--- config.mk ---
export PLATFORM = sky130hd
export DESIGN_NAME = blu_queue
export DESIGN_NICKNAME = d
export VERILOG_FILES = /design/src/design/blu_pkg.sv /design/src/design/blu_queue.sv
export VERILOG_INCLUDE_DIRS = /design/src /design/src/design
export SDC_FILE = /design/constraint.sdc
export NUM_CORES = 1
export LEC_CHECK = 0
export BUFFER_PORTS_ARGS = -buffer_cell sky130_fd_sc_hd__buf_4
export CAP_MARGIN = 40
export CORE_ASPECT_RATIO = 0.9
export CORE_MARGIN = 2
export CORE_UTILIZATION = 51
export CTS_CLUSTER_DIAMETER = 200
export DETAILED_ROUTE_END_ITERATION = 8
export PLACE_DENSITY = 0.8
export SLEW_MARGIN = 15
export SYNTH_ARGS = -nofsm -noshare
export SYNTH_HDL_FRONTEND = slang
export SYNTH_SLANG_ARGS = --single-unit
--- constraint.sdc ---
create_clock -name clk -period 2.9 [get_ports clk]
set_input_delay 0.435 -clock clk [delete_from_list [all_inputs] [get_ports clk]]
set_output_delay 0.435 -clock clk [all_outputs]
set_load 0.1 [all_outputs]
--- src/design/bilinear_upscale_defines.svh ---
// Assertion macros shared by the bilinear upscaler RTL
`ifndef BILINEAR_UPSCALE_DEFINES_SVH
`define BILINEAR_UPSCALE_DEFINES_SVH

// Condition that must hold at every clock edge outside reset
`define BLU_CHECK(lbl, expr, msg) \
  lbl: assert property (@(posedge clk) disable iff (!rst_n) (expr)) else $error(msg);

// Condition that must hold in the cycle after a trigger
`define BLU_CHECK_NEXT(lbl, pre, post, msg) \
  lbl: assert property (@(posedge clk) disable iff (!rst_n) (pre) |=> (post)) else $error(msg);

`endif

--- src/design/blu_pkg.sv ---
// Shared types, constants and reciprocal tables of the bilinear upscaler
package blu_pkg;

  localparam int CRD_W = 11;  // coordinate fields
  localparam int IDX_W = 11;  // sample index / store coordinate
  localparam int DIM_W = 9;   // width and height registers
  localparam int SCL_W = 4;   // scale register
  localparam int CH_W  = 8;   // one color channel
  localparam int T_W   = 13;  // 2*coord + 1 + scale
  localparam int Q_W   = 12;  // axis quotient
  localparam int FRC_W = 5;   // axis fraction, below 2*scale
  localparam int WGT_W = 10;  // corner weight, up to (2*scale)^2
  localparam int PRD_W = 18;  // channel times weight, and the blend sum
  localparam int RCP1_W = 16;
  localparam int RCP2_W = 17;
  localparam int Q_DEPTH = 4;

  localparam logic [1:0] REG_SRC_WIDTH  = 2'd0;
  localparam logic [1:0] REG_SRC_HEIGHT = 2'd1;
  localparam logic [1:0] REG_SCALE      = 2'd2;

  localparam logic CMD_WRITE = 1'b0;
  localparam logic CMD_READ  = 1'b1;

  typedef struct packed {
    logic [CH_W-1:0] alpha;
    logic [CH_W-1:0] blue;
    logic [CH_W-1:0] green;
    logic [CH_W-1:0] red;
  } blu_pix_t;

  typedef struct packed {
    logic             is_write;
    logic             oor;
    logic [IDX_W-1:0] x0;
    logic [IDX_W-1:0] x1;
    logic [IDX_W-1:0] y0;
    logic [IDX_W-1:0] y1;
    logic [FRC_W-1:0] fx;
    logic [FRC_W-1:0] fy;
    logic [SCL_W-1:0] s;
    blu_pix_t         pix;
  } blu_cmd_t;

  // floor(2^16 / (2*s))
  function automatic logic [RCP1_W-1:0] rcp_axis(input logic [SCL_W-1:0] s);
    logic [RCP1_W-1:0] r;
    case (s)
      4'd1:    r = 16'd32768;
      4'd2:    r = 16'd16384;
      4'd3:    r = 16'd10922;
      4'd4:    r = 16'd8192;
      4'd5:    r = 16'd6553;
      4'd6:    r = 16'd5461;
      4'd7:    r = 16'd4681;
      4'd8:    r = 16'd4096;
      4'd9:    r = 16'd3640;
      4'd10:   r = 16'd3276;
      4'd11:   r = 16'd2978;
      4'd12:   r = 16'd2730;
      4'd13:   r = 16'd2520;
      4'd14:   r = 16'd2340;
      4'd15:   r = 16'd2184;
      default: r = 16'd0;
    endcase
    return r;
  endfunction

  // floor(2^18 / (2*s)^2)
  function automatic logic [RCP2_W-1:0] rcp_blend(input logic [SCL_W-1:0] s);
    logic [RCP2_W-1:0] r;
    case (s)
      4'd1:    r = 17'd65536;
      4'd2:    r = 17'd16384;
      4'd3:    r = 17'd7281;
      4'd4:    r = 17'd4096;
      4'd5:    r = 17'd2621;
      4'd6:    r = 17'd1820;
      4'd7:    r = 17'd1337;
      4'd8:    r = 17'd1024;
      4'd9:    r = 17'd809;
      4'd10:   r = 17'd655;
      4'd11:   r = 17'd541;
      4'd12:   r = 17'd455;
      4'd13:   r = 17'd387;
      4'd14:   r = 17'd334;
      4'd15:   r = 17'd291;
      default: r = 17'd0;
    endcase
    return r;
  endfunction

endpackage

--- src/design/blu_queue.sv ---
// Short queue of decoded words between front and back end
`include "bilinear_upscale_defines.svh"
module blu_queue (
  input  logic              clk,
  input  logic              rst_n,
  input  logic              push,
  input  blu_pkg::blu_cmd_t wr_data,
  output logic              full,
  input  logic              pop,
  output blu_pkg::blu_cmd_t rd_data,
  output logic              empty
);
  import blu_pkg::*;

  localparam int PTR_W = $clog2(Q_DEPTH);

  blu_cmd_t         slot_r [Q_DEPTH];
  logic [PTR_W-1:0] wr_ptr_r, rd_ptr_r;
  logic [PTR_W:0]   cnt_r;

  assign full    = (cnt_r == (PTR_W+1)'(Q_DEPTH));
  assign empty   = (cnt_r == '0);
  assign rd_data = slot_r[rd_ptr_r];

  always_ff @(posedge clk) begin
    if (push) begin
      slot_r[wr_ptr_r] <= wr_data;
    end
  end

  always_ff @(posedge clk) begin
    if (!rst_n) begin
      wr_ptr_r <= '0;
      rd_ptr_r <= '0;
      cnt_r    <= '0;
    end else begin
      if (push) begin
        wr_ptr_r <= wr_ptr_r + 1'b1;
      end
      if (pop) begin
        rd_ptr_r <= rd_ptr_r + 1'b1;
      end
      if (push && !pop) begin
        cnt_r <= cnt_r + 1'b1;
      end else if (pop && !push) begin
        cnt_r <= cnt_r - 1'b1;
      end
    end
  end

  `BLU_CHECK(a_no_overflow, !(push && full), "push into full queue")
  `BLU_CHECK(a_no_underflow, !(pop && empty), "pop from empty queue")

endmodule

## Yosys cells after proc, flatten, opt, wreduce, memory -nomap -nowiden

Memories as Yosys holds them, arrays and structs flattened. A register that Yosys moved wholly into a read port is not among the register bits.
Cells that the tools add are included.

- Register bits after elaboration: 7
- Latch bits: 0
- RAM bits: 368
- Bits in read-only memories: 0
- Output and inout port bits: 94
- Memories: 1

Memories:

| memory | words | bits a word | read ports | clocked after memory_dff | wr ports | line | source |
|---|---|---|---|---|---|---|---|
| slot_r | 4 | 92 | 1 | 1 | 1 | blu_queue.sv:17 | `blu_cmd_t slot_r [Q_DEPTH];` |

- Add/subtract/negate cells: 4
- Multipliers: 0
- Div/mod/pow operators: 0
- $lt $le $gt $ge: 0
- Equal/unequal tests: 1
- Shifts and indexed selects: 0
- Multiplexer cells: 6
- Bitwise gates (word level): 0
- Reductions and logical operators: 6

Operators by type and width:

| operator | number |
|---|---|
| $mux 3 | 2 |
| $add 2x1->2 const B | 2 |
| $mux 2 | 2 |
| $add 3x1->3 const B | 1 |
| $eq 3x3->1 const B | 1 |
| $logic_not 3->1 | 1 |
| $sub 3x1->3 const B | 1 |
| $logic_and 1x1->1 | 2 |
| $logic_not 1->1 | 2 |
| $mux 1 | 2 |
| $reduce_bool 2->1 | 1 |

## Depth between registers and ports, before layout

- Depth after elaboration: 4
- Mapped depth: 7

## Least setup slack after synthesis

Ideal clock, no wire load.

- Path type: reg-to-reg
- Start: reg wr_ptr_r[0]
- End: mem slot_r[0][0] in the netlist's numbering (enable)
- Library setup time: 0.461 ns
- Arrival: 2.673 ns
- Required time: 2.439 ns
- Path slack: -0.233 ns
- Stages on the path, launching flop included: 4
- Cells stage by stage: dfxtp_1 inv_1 ha_1 and2_1

RTL lines:

| item | line | source |
|---|---|---|
| start, declared | blu_queue.sv:18 | `logic [PTR_W-1:0] wr_ptr_r, rd_ptr_r;` |
| start signal, assigned | blu_queue.sv:38 | `wr_ptr_r <= wr_ptr_r + 1'b1;` |
| end, declared | blu_queue.sv:17 |  |

Straight into the memory's write port.

==> metrics.md <==
| Metric | Value |
|---|---|
| Status | finished, final reports clean |
| FP Rows | 56 |
| Setup TNS | 0 ns |
| Post-DP HPWL | 15800 microns |
| N_diodes | 0 |
| RD Place Congestion | 0.711 |
| Area of the core | 26300 sq um |
| Warnings, synthesis | 0 |
| Clock Latency Late Sink | 0.51 ns |
| Post-route cell area | 16800 sq um |
| Clk pwr share | 33.2% |
| TritonCTS Buffers | 37 |
| Final WL | 25300 microns |
| Peak supply drop | 0.527 mV |
| Crit Path Category | reg -> out |
| Crit path time final | 2.71 ns |
| DIE HEIGHT | 160 microns |
| Final Hold Viols | 0 |
| Drt wl/cell | 22.5 microns |
| Worst Path Arrival | 2.28 ns |
| Hold Crit Class | in -> reg |
| Share of cells above drive strength 1 | 45.3% |
| Worst slew margin | 64.2% |
| Number of fill cells | 1703 |
| Final net count | 846 |
| Net Sw Frac | 29.3% |
| Total track usage | 18.1% |
| Initial core utilization | 52.2% |
| Routed vias/inst | 5.52 |
| FMAX | 369 MHz |
| Syn Nets | 625 |
| Synthesized area | 13700 sq um |
| Seq pwr share | 46.8% |
| H-tree depth | 2 |
| CTS root buf | clkbuf_16 |
| Cells after synthesis | 523 |
| Synth top area cells | edfxtp_1 81%, mux4_2 15%, dfxtp_1 1.3% |
| Pin count of the biggest net entering global routing | 56 |
| Vias in the first global route | 6728 |
| Global-route wire length before repair | 38800 microns |
| First-iteration detailed-routing DRC count | 507 |
| Syn avg cell area | 26.2 sq um |
| Clock Sinks | 377 |
| Max Cap Violations | 0 |
| Top cell type by total area after synthesis | edfxtp_1 |
| Final Max Tran Viols | 0 |
| CTS Hold Bufs | 0 |
| Net Sw Power | 3.97 mW |
| Area grow syn2layout | 22.3% |
| Crit path max fanout | 46 |
| Postcts setup bufs | 0 |
| Crit. End Element | primary output |
| Chip Width | 177 microns |
| Setup repair after global routing missed its margin | no |
| # DRC | 0 |
| Antenna Nets Post-Route | 0 |
| Total chip power | 13.5 mW |
| I/O pin count | 190 |
| FF+latch count, synth | 377 |
| CTS max path bufs | 3 |
| Tcrit/Tclk final | 93.5% |
| Post-CTS Resized | 0 |
| Skew final | 0.0160 ns |
| Startpoint types | flip-flop |
| Gate power share | 20.0% |
| IO buf count | 189 |
| Full die area | 28200 sq um |
| Final setup fails | 0 |
| Critical Path RT | 2.47 ns |
| Post-DP Area | 15600 sq um |
| Worst slew pin tran | 0.537 ns |
| PD cells | 807 nW/um^2 |
| Cell-internal power | 9.57 mW |
| Initial antenna violation count | 0 |
| CTS tree | done |
| Vias | 6186 |
| Sequential share of the synthesized area | 81.8% |
| Top-area cell type share of the netlist area | 80.5% |
| CTS clk-pin slew, worst paths | 0.06 ns |
| Leak | 5.66 nW |
| DR pass1 iterations | 4 |
| Synth unique cells | 20 |
| Gr ovfl total | 0 |
[final cells by class]
| type | instances | area (sq um) | share of cell area (%) |
|---|---|---|---|
| Sequential cell | 377 | 11200 | 67.0 |
| Multi-Input combinational cell | 122 | 2340 | 13.9 |
| Timing Repair Buffer | 202 | 1600 | 9.56 |
| Clock buffer | 45 | 998 | 5.95 |
| Tap cell | 348 | 435 | 2.59 |
| Clock inverter | 23 | 155 | 0.924 |
| Inverter | 4 | 15.0 | 0.0895 |
[cell families after synthesis]
family | count (synthesis) | share of synthesized area (%)
xor gates and xnor gates | 5 | 0.319
adders and majority gates | 6 | 0.602
AOI/OAI and AO/OA | 2 | 0.0912
muxes | 94 | 15.2
buffers and inverters | 24 | 1.23
DFF | 377 | 81.8
and+or+nand+nor | 15 | 0.666
[registers in the layout (all words and copies together), names as in the netlist, named ones only]
signal,cells
wr_ptr_r,2
rd_ptr_r,2
slot_r,368
cnt_r,3
[worst paths after layout]
| kind | from | slack, ns | cells past startpoint | endpoint |
|---|---|---|---|---|
| setup reg to reg | wr_ptr_r[0]$_SDFFE_PN0P_ | 1.07 | 4 | slot_r[0][77]$_DFFE_PP_ |
| hold reg to reg | cnt_r[2]$_SDFFE_PN0P_ | 0.56 | 2 | cnt_r[2]$_SDFFE_PN0P_ |
| setup / recovery | flip-flop | 0.19 | 3 | rd_data[48] |
| hold / removal | wr_data[17] | 0.12 | 1 | slot_r[3][17]$_DFFE_PP_ |
[cell usage after synthesis (all sizes together)]
library cell,n
o21ai,1
clkbuf,2
nor3b,1
and2,9
xor2,3
a21boi,1
fa,1
nor2b,2
xnor2,2
mux2i,2
or3,1
mux4,92
nor3,1
edfxtp,368
nand2,1
ha,5
inv,4
dfxtp,9
buf,18
[layout by cell type, fill, tap and decap left out, types with 2 or more instances in the layout]
cell / synthesis / layout
edfxtp_1: 368 / 368
buf_4: 0 / 195
mux4_2: 92 / 92
clkbuf_16: 0 / 39
clkinv_1: 0 / 13
dfxtp_1: 9 / 7
buf_12: 0 / 7
clkinv_2: 0 / 6
clkbuf_1: 2 / 6
and2_1: 9 / 5
ha_1: 5 / 5
inv_1: 4 / 4
and2_4: 0 / 4
xor2_1: 3 / 3
xnor2_1: 2 / 2
mux2i_1: 2 / 2
nor2b_1: 2 / 2
dfxtp_4: 0 / 2
bufinv_16: 0 / 2
[power groups by stage]
stage	logic [mW]	clock network (mW)	registers, mW
2_1_floorplan	2.13	0	6.42
3_5_place_dp	2.74	0	6.45
3_3_place_gp	2.69	0	6.43
5_1_grt	2.80	4.81	6.36
6_report	2.71	4.50	6.34
4_1_cts	2.74	4.61	6.34
[metal layers]
layer | up-vias | routed length (microns) | part of all wire (%) | GRT usage [%]
met5 | - | 0 | 0 | 0
met2 | 233 | 13000 | 51 | 30.3
met4 | 0 | 534 | 2.1 | 5.03
met1 | 3221 | 10000 | 40 | 24.0
met3 | 44 | 1720 | 6.8 | 4.29
li1 | 2688 | - | - | -
[stage by stage]
stage / utilization (%) / hold WS, ns / setup slack, ns / std cells
CTS: 63.9 / 0.101 / 0.146 / 1121
global route: 63.9 / 0.105 / 0.0773 / 1121
floorplan: - / 0.471 / 0.0333 / 523
global placement: 59.5 / 0.485 / 0.720 / 1053
detailed placement: 59.5 / 0.546 / 0.707 / 1053
finish: 63.9 / 0.124 / 0.189 / 1121
[worst max-delay path, stage by stage, from the launching register on]
cell and delay [ns]:
dfxtp_4 0.50, buf_12 0.37, mux4_2 0.58, buf_4 0.25
No activity file was read; power rests on OpenSTA's default activity.
