[config.mk]
export PLATFORM = sky130hd
export DESIGN_NAME = blu_front
export DESIGN_NICKNAME = d
export VERILOG_FILES = /design/src/design/blu_pkg.sv /design/src/design/blu_front.sv
export VERILOG_INCLUDE_DIRS = /design/src /design/src/design
export SDC_FILE = /design/constraint.sdc
export NUM_CORES = 2
export LEC_CHECK = 0
export BUFFER_PORTS_ARGS = -buffer_cell sky130_fd_sc_hd__buf_2
export CORE_ASPECT_RATIO = 0.6
export CORE_UTILIZATION = 38
export CTS_BUF_LIST = sky130_fd_sc_hd__clkbuf_16
export CTS_CLUSTER_SIZE = 25
export DETAILED_ROUTE_END_ITERATION = 10
export GPL_TIMING_DRIVEN = 0
export PLACE_DENSITY_LB_ADDON = 0.1
export SYNTH_ARGS = -nofsm -noshare
export SYNTH_HDL_FRONTEND = slang
export SYNTH_SLANG_ARGS = --single-unit
[constraint.sdc]
create_clock -name clk -period 30.5 [get_ports clk]
set_input_delay 3.05 -clock clk [delete_from_list [all_inputs] [get_ports clk]]
set_output_delay 3.05 -clock clk [all_outputs]
set_load 0.01 [all_outputs]
[src/design/bilinear_upscale_defines.svh]
// Assertion macros shared by the bilinear upscaler RTL
`ifndef BILINEAR_UPSCALE_DEFINES_SVH
`define BILINEAR_UPSCALE_DEFINES_SVH

// Condition that must hold at every clock edge outside reset
`define BLU_CHECK(lbl, expr, msg) \
  lbl: assert property (@(posedge clk) disable iff (!rst_n) (expr)) else $error(msg);

// Condition that must hold in the cycle after a trigger
`define BLU_CHECK_NEXT(lbl, pre, post, msg) \
  lbl: assert property (@(posedge clk) disable iff (!rst_n) (pre) |=> (post)) else $error(msg);

`endif

[src/design/blu_pkg.sv]
// Shared types, constants and reciprocal tables of the bilinear upscaler
package blu_pkg;

  localparam int CRD_W = 11;  // coordinate fields
  localparam int IDX_W = 11;  // sample index / store coordinate
  localparam int DIM_W = 9;   // width and height registers
  localparam int SCL_W = 4;   // scale register
  localparam int CH_W  = 8;   // one color channel
  localparam int T_W   = 13;  // 2*coord + 1 + scale
  localparam int Q_W   = 12;  // axis quotient
  localparam int FRC_W = 5;   // axis fraction, below 2*scale
  localparam int WGT_W = 10;  // corner weight, up to (2*scale)^2
  localparam int PRD_W = 18;  // channel times weight, and the blend sum
  localparam int RCP1_W = 16;
  localparam int RCP2_W = 17;
  localparam int Q_DEPTH = 4;

  localparam logic [1:0] REG_SRC_WIDTH  = 2'd0;
  localparam logic [1:0] REG_SRC_HEIGHT = 2'd1;
  localparam logic [1:0] REG_SCALE      = 2'd2;

  localparam logic CMD_WRITE = 1'b0;
  localparam logic CMD_READ  = 1'b1;

  typedef struct packed {
    logic [CH_W-1:0] alpha;
    logic [CH_W-1:0] blue;
    logic [CH_W-1:0] green;
    logic [CH_W-1:0] red;
  } blu_pix_t;

  typedef struct packed {
    logic             is_write;
    logic             oor;
    logic [IDX_W-1:0] x0;
    logic [IDX_W-1:0] x1;
    logic [IDX_W-1:0] y0;
    logic [IDX_W-1:0] y1;
    logic [FRC_W-1:0] fx;
    logic [FRC_W-1:0] fy;
    logic [SCL_W-1:0] s;
    blu_pix_t         pix;
  } blu_cmd_t;

  // floor(2^16 / (2*s))
  function automatic logic [RCP1_W-1:0] rcp_axis(input logic [SCL_W-1:0] s);
    logic [RCP1_W-1:0] r;
    case (s)
      4'd1:    r = 16'd32768;
      4'd2:    r = 16'd16384;
      4'd3:    r = 16'd10922;
      4'd4:    r = 16'd8192;
      4'd5:    r = 16'd6553;
      4'd6:    r = 16'd5461;
      4'd7:    r = 16'd4681;
      4'd8:    r = 16'd4096;
      4'd9:    r = 16'd3640;
      4'd10:   r = 16'd3276;
      4'd11:   r = 16'd2978;
      4'd12:   r = 16'd2730;
      4'd13:   r = 16'd2520;
      4'd14:   r = 16'd2340;
      4'd15:   r = 16'd2184;
      default: r = 16'd0;
    endcase
    return r;
  endfunction

  // floor(2^18 / (2*s)^2)
  function automatic logic [RCP2_W-1:0] rcp_blend(input logic [SCL_W-1:0] s);
    logic [RCP2_W-1:0] r;
    case (s)
      4'd1:    r = 17'd65536;
      4'd2:    r = 17'd16384;
      4'd3:    r = 17'd7281;
      4'd4:    r = 17'd4096;
      4'd5:    r = 17'd2621;
      4'd6:    r = 17'd1820;
      4'd7:    r = 17'd1337;
      4'd8:    r = 17'd1024;
      4'd9:    r = 17'd809;
      4'd10:   r = 17'd655;
      4'd11:   r = 17'd541;
      4'd12:   r = 17'd455;
      4'd13:   r = 17'd387;
      4'd14:   r = 17'd334;
      4'd15:   r = 17'd291;
      default: r = 17'd0;
    endcase
    return r;
  endfunction

endpackage

[src/design/blu_front.sv]
// Front end: takes words, range checks and computes sample indices and fractions
`include "bilinear_upscale_defines.svh"
module blu_front #(
  parameter int MAX_SRC_WIDTH  = 256,
  parameter int MAX_SRC_HEIGHT = 256,
  parameter int MAX_SCALE      = 8
) (
  input  logic                        clk,
  input  logic                        rst_n,
  input  logic                        in_valid,
  output logic                        in_ready,
  input  logic                        in_cmd,
  input  logic [blu_pkg::CRD_W-1:0]   in_coord_x,
  input  logic [blu_pkg::CRD_W-1:0]   in_coord_y,
  input  blu_pkg::blu_pix_t           in_pix,
  input  logic [blu_pkg::DIM_W-1:0]   cfg_w,
  input  logic [blu_pkg::DIM_W-1:0]   cfg_h,
  input  logic [blu_pkg::SCL_W-1:0]   cfg_s,
  output logic                        q_push,
  input  logic                        q_full,
  output blu_pkg::blu_cmd_t           q_data
);
  import blu_pkg::*;

  logic en;
  logic [DIM_W-1:0] w_sat, h_sat;
  logic [SCL_W-1:0] s_sat;
  logic in_store;

  // stage 0
  logic s0_v_r, s0_wr_r;
  logic [CRD_W-1:0] s0_cx_r, s0_cy_r;
  blu_pix_t s0_pix_r;
  logic [DIM_W-1:0] s0_w_r, s0_h_r;
  logic [SCL_W-1:0] s0_s_r;

  // stage 1
  logic [T_W-1:0] tx, ty;
  logic [28:0] pwx, pwy;
  logic [T_W-1:0] ws, hs;
  logic oor1;
  logic s1_v_r, s1_wr_r, s1_oor_r;
  logic [CRD_W-1:0] s1_cx_r, s1_cy_r;
  blu_pix_t s1_pix_r;
  logic [DIM_W-1:0] s1_w_r, s1_h_r;
  logic [SCL_W-1:0] s1_s_r;
  logic [T_W-1:0] s1_tx_r, s1_ty_r;
  logic [Q_W-1:0] s1_qx_r, s1_qy_r;

  // stage 2
  logic [FRC_W-1:0] d1;
  logic [16:0] remx, remy;
  logic [Q_W-1:0] qx2, qy2;
  logic [FRC_W-1:0] fx2, fy2;
  logic s2_v_r, s2_wr_r, s2_oor_r;
  logic [CRD_W-1:0] s2_cx_r, s2_cy_r;
  blu_pix_t s2_pix_r;
  logic [DIM_W-1:0] s2_w_r, s2_h_r;
  logic [SCL_W-1:0] s2_s_r;
  logic [Q_W-1:0] s2_qx_r, s2_qy_r;
  logic [FRC_W-1:0] s2_fx_r, s2_fy_r;

  // stage 3
  logic [DIM_W-1:0] wm1, hm1, x0c, x1c, y0c, y1c;
  logic [Q_W-1:0] qx0, qy0;
  logic s3_v_r;
  blu_cmd_t s3_r;

  assign en       = !s3_v_r || !q_full;
  assign in_ready = en;
  assign q_push   = s3_v_r && !q_full;
  assign q_data   = s3_r;

  always_comb begin
    w_sat = (int'(cfg_w) > MAX_SRC_WIDTH) ? DIM_W'(MAX_SRC_WIDTH) : cfg_w;
    h_sat = (int'(cfg_h) > MAX_SRC_HEIGHT) ? DIM_W'(MAX_SRC_HEIGHT) : cfg_h;
    s_sat = (int'(cfg_s) > MAX_SCALE) ? SCL_W'(MAX_SCALE) : cfg_s;
    in_store = (int'(in_coord_x) < MAX_SRC_WIDTH) && (int'(in_coord_y) < MAX_SRC_HEIGHT);
  end

  always_ff @(posedge clk) begin
    if (!rst_n) begin
      s0_v_r <= 1'b0;
    end else if (en) begin
      // writes outside the store are dropped here
      s0_v_r <= in_valid && (in_cmd == CMD_READ || in_store);
    end
  end

  always_ff @(posedge clk) begin
    if (en) begin
      s0_wr_r  <= (in_cmd == CMD_WRITE);
      s0_cx_r  <= in_coord_x;
      s0_cy_r  <= in_coord_y;
      s0_pix_r <= in_pix;
      s0_w_r   <= w_sat;
      s0_h_r   <= h_sat;
      s0_s_r   <= s_sat;
    end
  end

  // t = 2*c + 1 + s, quotient estimate through the reciprocal of 2*s
  always_comb begin
    tx  = {1'b0, s0_cx_r, 1'b1} + T_W'(s0_s_r);
    ty  = {1'b0, s0_cy_r, 1'b1} + T_W'(s0_s_r);
    pwx = 29'(tx) * 29'(rcp_axis(s0_s_r));
    pwy = 29'(ty) * 29'(rcp_axis(s0_s_r));
    ws  = T_W'(s0_w_r) * T_W'(s0_s_r);
    hs  = T_W'(s0_h_r) * T_W'(s0_s_r);
    oor1 = (s0_w_r == '0) || (s0_h_r == '0) || (s0_s_r == '0) ||
           (T_W'(s0_cx_r) >= ws) || (T_W'(s0_cy_r) >= hs);
  end

  always_ff @(posedge clk) begin
    if (!rst_n) begin
      s1_v_r <= 1'b0;
    end else if (en) begin
      s1_v_r <= s0_v_r;
    end
  end

  always_ff @(posedge clk) begin
    if (en) begin
      s1_wr_r  <= s0_wr_r;
      s1_oor_r <= oor1;
      s1_cx_r  <= s0_cx_r;
      s1_cy_r  <= s0_cy_r;
      s1_pix_r <= s0_pix_r;
      s1_w_r   <= s0_w_r;
      s1_h_r   <= s0_h_r;
      s1_s_r   <= s0_s_r;
      s1_tx_r  <= tx;
      s1_ty_r  <= ty;
      s1_qx_r  <= pwx[27:16];
      s1_qy_r  <= pwy[27:16];
    end
  end

  // estimate is exact or one low; fix it with the remainder
  always_comb begin
    d1   = {s1_s_r, 1'b0};
    remx = 17'(s1_tx_r) - 17'(s1_qx_r) * 17'(d1);
    remy = 17'(s1_ty_r) - 17'(s1_qy_r) * 17'(d1);
    if (remx >= 17'(d1)) begin
      qx2 = s1_qx_r + 1'b1;
      fx2 = FRC_W'(remx - 17'(d1));
    end else begin
      qx2 = s1_qx_r;
      fx2 = FRC_W'(remx);
    end
    if (remy >= 17'(d1)) begin
      qy2 = s1_qy_r + 1'b1;
      fy2 = FRC_W'(remy - 17'(d1));
    end else begin
      qy2 = s1_qy_r;
      fy2 = FRC_W'(remy);
    end
  end

  always_ff @(posedge clk) begin
    if (!rst_n) begin
      s2_v_r <= 1'b0;
    end else if (en) begin
      s2_v_r <= s1_v_r;
    end
  end

  always_ff @(posedge clk) begin
    if (en) begin
      s2_wr_r  <= s1_wr_r;
      s2_oor_r <= s1_oor_r;
      s2_cx_r  <= s1_cx_r;
      s2_cy_r  <= s1_cy_r;
      s2_pix_r <= s1_pix_r;
      s2_w_r   <= s1_w_r;
      s2_h_r   <= s1_h_r;
      s2_s_r   <= s1_s_r;
      s2_qx_r  <= qx2;
      s2_qy_r  <= qy2;
      s2_fx_r  <= fx2;
      s2_fy_r  <= fy2;
    end
  end

  // edge clamping of both neighbours
  always_comb begin
    wm1 = s2_w_r - 1'b1;
    hm1 = s2_h_r - 1'b1;
    qx0 = (s2_qx_r == '0) ? '0 : s2_qx_r - 1'b1;
    qy0 = (s2_qy_r == '0) ? '0 : s2_qy_r - 1'b1;
    x0c = (qx0 > Q_W'(wm1)) ? wm1 : DIM_W'(qx0);
    y0c = (qy0 > Q_W'(hm1)) ? hm1 : DIM_W'(qy0);
    x1c = (s2_qx_r < Q_W'(wm1)) ? DIM_W'(s2_qx_r) : wm1;
    y1c = (s2_qy_r < Q_W'(hm1)) ? DIM_W'(s2_qy_r) : hm1;
  end

  always_ff @(posedge clk) begin
    if (!rst_n) begin
      s3_v_r <= 1'b0;
    end else if (en) begin
      s3_v_r <= s2_v_r;
    end
  end

  always_ff @(posedge clk) begin
    if (en) begin
      s3_r.is_write <= s2_wr_r;
      s3_r.oor      <= s2_oor_r;
      s3_r.x0       <= s2_wr_r ? s2_cx_r : IDX_W'(x0c);
      s3_r.x1       <= IDX_W'(x1c);
      s3_r.y0       <= s2_wr_r ? s2_cy_r : IDX_W'(y0c);
      s3_r.y1       <= IDX_W'(y1c);
      s3_r.fx       <= s2_fx_r;
      s3_r.fy       <= s2_fy_r;
      s3_r.s        <= s2_s_r;
      s3_r.pix      <= s2_pix_r;
    end
  end

  `BLU_CHECK(a_x_adjacent, !(s3_v_r && !s3_r.is_write && !s3_r.oor) || (s3_r.x1 == s3_r.x0) || (s3_r.x1 == s3_r.x0 + 1'b1), "x neighbours not adjacent")
  `BLU_CHECK(a_y_adjacent, !(s3_v_r && !s3_r.is_write && !s3_r.oor) || (s3_r.y1 == s3_r.y0) || (s3_r.y1 == s3_r.y0 + 1'b1), "y neighbours not adjacent")

endmodule

# Word-level counts from Yosys, hierarchy flattened
# Memories as Yosys holds them, arrays and structs flattened. A register that Yosys moved wholly into a read port is not among the register bits.
# Index checks and enable logic that the tools add are counted.
# totals
ff_bits,409
latch_bits,0
mem_bits_rw,0
rom_bits,512
inputBits,81
out_inout_bits,94
word_cells,125
mem_count,2
# op_classes
addsub,12
mul,6
div,0
order_cmp,13
n_eq_ne,0
n_shift,0
n_mux,16
n_bitwise,1
n_reduce_logical,16
# mem_list
name,depth,width,read_ports,rd_ports_with_merged_regs,write_ports,line,rtl
(name not given),16,16,1,1,0,blu_pkg.sv:48,case (s)
(name not given),16,16,1,1,0,blu_pkg.sv:48,
# op_table
op,n
13-bit by 16-bit multiplier with 28-bit output,2
9-bit two-way mux,6
12-bit two-way mux,4
17-bit by 5-bit greater-or-equal comparator with 1-bit output,2
13-bit by 17-bit subtractor with 17-bit output,2
12-bit by 4-bit multiplier with 16-bit output,2
12-bit by 4-bit adder with 13-bit output,2
11-bit by 13-bit greater-or-equal comparator with 1-bit output,2
9-bit by 4-bit multiplier with 13-bit output,2
"12-bit by 1-bit adder with 12-bit output, second input constant",2
12-bit by 9-bit > comparator with 1-bit output,2
12-bit zero test,2
12-bit by 9-bit < comparator with 1-bit output,2
"12-bit by 1-bit subtractor with 12-bit output, second input constant",2
"11-bit by 9-bit < comparator with 1-bit output, second input constant",2
"9-bit > comparator, second input constant",2
9-bit zero test,2
"9-bit by 1-bit subtractor with 9-bit output, second input constant",2
4-bit two-way mux,4
5-bit two-way mux,2
5-bit subtractor,2
1-bit logical OR,6
"4-bit > comparator, second input constant",1
4-bit zero test,1
other kinds (3),6

# Depth between registers and ports, before layout
# logic_depth
word_depth,5
ltp_mapped,33

# Worst setup path before layout
# No wires, ideal clock.
# synth_timing
path_kind,input -> register
start,in q_full
end,"reg s3_r, in the netlist q_data[0] (enable)"
setup_time_ns,3.298
arrival_ns,10.934
required_ns,27.202
path_slack_ns,16.268
cell_stages,3
cell_sequence,and2_1 -> clkbuf_1 -> clkinv_1
# synth_via
elab_chain_len,2
# synth_rtl
item,line,rtl
from (decl),blu_front.sv:20,"input logic q_full,"
1-bit zero test,blu_front.sv:69,assign en = !s3_v_r || !q_full;
1-bit logical OR,blu_front.sv:69,
net in_ready,blu_front.sv:11,"output logic in_ready,"
to (decl),blu_front.sv:67,blu_cmd_t s3_r;
# The timed path passes the listed nets, and every way through them passes these cells.
# A chain may end at the register's enable or synchronous reset.

# Worst setup path after layout
# layout_timing
start,reg s0_s_r[0]
end,"reg s1_qx_r[11], data pin"
# layout_via
elab_chain_len,2
# layout_rtl
item,line,rtl
from (decl),blu_front.sv:35,logic [SCL_W-1:0] s0_s_r;
from (signal assigned),blu_front.sv:98,s0_s_r <= s_sat;
12-bit by 4-bit adder with 13-bit output,blu_front.sv:104,"tx = {1'b0, s0_cx_r, 1'b1} + T_W'(s0_s_r);"
net tx[0],blu_front.sv:38,"logic [T_W-1:0] tx, ty;"
13-bit by 16-bit multiplier with 28-bit output,blu_front.sv:106,pwx = 29'(tx) * 29'(rcp_axis(s0_s_r));
net pwx[27],blu_front.sv:39,"logic [28:0] pwx, pwy;"
to (signal assigned),blu_front.sv:134,s1_qx_r <= pwx[27:16];
to (decl),blu_front.sv:48,"logic [Q_W-1:0] s1_qx_r, s1_qy_r;"
# The timed path passes the listed nets, and every way through them passes these cells.

==> run metrics <==
# setup viols final 0; hold-fix buffer count after cts 0; outcome completed; Final min period 10.61 ns; Peak supply drop 40.44 µV; Hold EP s1_pix_r[17]; Worst Hold Class flip-flop to flip-flop; syn_area_per_cell 10.82 µm²; Post-synth EDFFs about 400; area grow syn2layout 10.75%; ys async rst share 0%; Die H approximately 240 µm; critical path class flip-flop to flip-flop; crit share post-route 34.77%; post-synth top area share approximately a third; CP Launch Type flip-flop; Worst path max stage delay 0.67 ns; most used cell along the critical path fa_1; Critical R2R Launch s0_s_r[0]; CP max FO 10; Fillers 8674; number of top-level pins about 180; RSZ-0062 raised after global routing no; reg2reg end s1_qx_r[11]; DRC errors left 0; CP endpoint kind flip-flop; slew margin rel. roughly 18%; Final ANT Viol Nets 0; Syn. warnings 0; top cells by count, synth inv_1, nand2_1, edfxtp_1; sw frac 40.66%; GRT overflow 0; Gate power share 49.8%; core region area 90610 µm²; P_leak 0.01800 µW; CTS Sinks about 420; Iter 0 DRT Violations 1659; Critical Path RT 30.87 ns; Net Switching 1070 µW; initial antenna violation count 10; IO buf count 170; reg2reg setup slack 19.89 ns; Primary FF master, synth edfxtp_1; clk_lat worst skew 0.57 ns; largest net degree at the start of global routing approximately 110; Max Transition Viols Final 0; Power Density 67.59 nW/µm²; GPL Wtd Cong 0.9040; P_int 1561 µW; Tot GR Track Use 20.92%; vias per cell 5.050; setup TNS 0 ns; post-cts gate resize count 0; count of cell types in the netlist 78; first-pass GRT wire length approximately 150 mm; power share of the clock group 18.6%; Routed WL per cell 20.62 µm; Area contributors post-synth edfxtp_1, fa_1, ha_1, inv_1, nand2_1; most frequent cell after synthesis inv_1; Fin Clk Skew ~0.031 ns; Peak Freq around 94 MHz; Nets 4241; Netlist Area Pre-Place 35140 µm²; Die ar. 93740 µm²; Fin Hold WS around 0.41 ns; worst-case reg-to-reg path depth 33; clk slew on worst S/H paths 0.07 ns; setup bufs post-CTS 0; Cell Area, Placed 37650 µm²; die width 394.6 µm; initial core utilization around 39%; Rows 85; number of global-route vias before repair 23950; Max Cap Viol 0; CTS tree yes; Worst Hold Depth 0; Slew @ Worst Pin 1.226 ns; leading area contributor after synthesis edfxtp_1; htree depth 2; Worst Path Arrival roughly 11 ns; post-route cell area 38920 µm²; Inserted Clock Buffers 40; Final Hold Viols 0; share of layout cells above drive strength 1 7.892%; Tot Pwr 2631 µW; HPWL after DPL 79.91 mm; Clock Tree Buf Depth 3; Via Count 23820; DRT Pass-1 Iters 6; Slowest cell on crit path clkbuf_1; post-synthesis sequential area ratio a little over a third; Post-Synthesis Cells 3248; root buf cell clkbuf_16; register share of total power between 30% and 40%; DRT Wirelength 97.29 mm; register bit count reported by yosys between 400 and 500; Hold Crit Start s0_pix_r[17]
## cell families after synthesis
family	share of synthesized area [%]
other	0.01067
AO/OA/AOI/OAI	6.412
buffers and inverters	6.772
XOR/XNOR	3.689
AND/OR/NAND/NOR	13.79
adder cells (fa/ha/maj)	32.71
flip-flops	35.49
multiplexers	1.121
## cell type report
cell class / instances / area [µm²] / area share (%)
plain buffers: 111 / 454.2 / 1.167
repair buffers: 175 / 970.9 / 2.495
clock inverters: 29 / 207.7 / 0.5336
clock buffers: 42 / 1051 / 2.700
inverters: 513 / 1931 / 4.960
diodes: 3 / 7.507 / 0.01929
well taps: 1218 / 1524 / 3.916
flip-flops and latches: 422 / 12470 / 32.04
multi-input cells: 2205 / 20300 / 52.17
## per-stage QoR
stage	utilization [%]	instances	setup WS [ns]
5_1_grt	42.95	4715	19.24
2_1_floorplan	-	3251	16.27
3_5_place_dp	41.56	4644	19.90
3_3_place_gp	41.42	4639	10.24
6_report	42.95	4718	19.89
4_1_cts	42.95	4715	19.89
## how the worst max path moves through the flow
stage               slack, ns  startpoint          end
finish                  19.89   s0_s_r[0]  s1_qx_r[11]
global route            19.24   s0_s_r[1]  s1_qx_r[11]
CTS                     19.89   s0_s_r[0]  s1_qx_r[11]
detailed placement      19.90   s0_s_r[0]  s1_qx_r[11]
global placement        10.24      q_full     in_ready
floorplan               16.27      q_full    q_data[0]
## power groups by stage
stage,clock (µW),combinational [µW],sequential [µW]
CTS,507,1320,831
detailed placement,0,1300,843
finish,490,1310,830
global route,527,1480,842
floorplan,0,913,824
global placement,0,1280,844
## registers in the layout, summed over array words and instances (netlist names), 12 cells and up, named ones only
register  cells
s2_pix_r     32
s0_pix_r     32
s2_qx_r      12
q_data       87
s2_qy_r      12
s1_pix_r     32
s1_qx_r      12
s1_qy_r      12
s1_tx_r      13
s1_ty_r      12
## cells in the final DEF, fill, tap and decap left out, types with 42 or more instances in the layout
master     instances
nor3_1            47
edfxtp_1         402
xor2_1            66
ha_1             314
a21oi_1           73
nor2b_1           56
clkbuf_16         42
and2_1           202
nor2_1            77
xnor2_1           82
o21ai_0           60
inv_1            516
buf_2            170
a21o_1            42
clkbuf_1          97
fa_1             378
nand2_1          452
## routing by layer
metal  part of all wire (%)  up-vias  global-route usage (%)  routed length, µm
met5                  0.012        -                       0                 12
met4                   0.98        2                   2.373                957
met3                     10       78                   6.917               9963
met2                     37      741                   26.90              36350
met1                     51    11900                   33.89              50010
li1                       -    11100                       -                  -
## critical path: cells and delay by family, from the launching register on
family                   cells  cell delay, ns
AND/OR/NAND/NOR              8            1.27
XOR/XNOR                     2            0.93
adder cells (fa/ha/maj)      7            3.31
AO/OA/AOI/OAI                8            1.90
flip-flops                   1            0.34
buffers and inverters        8            2.60
No activity file was read; power rests on OpenSTA's default activity.
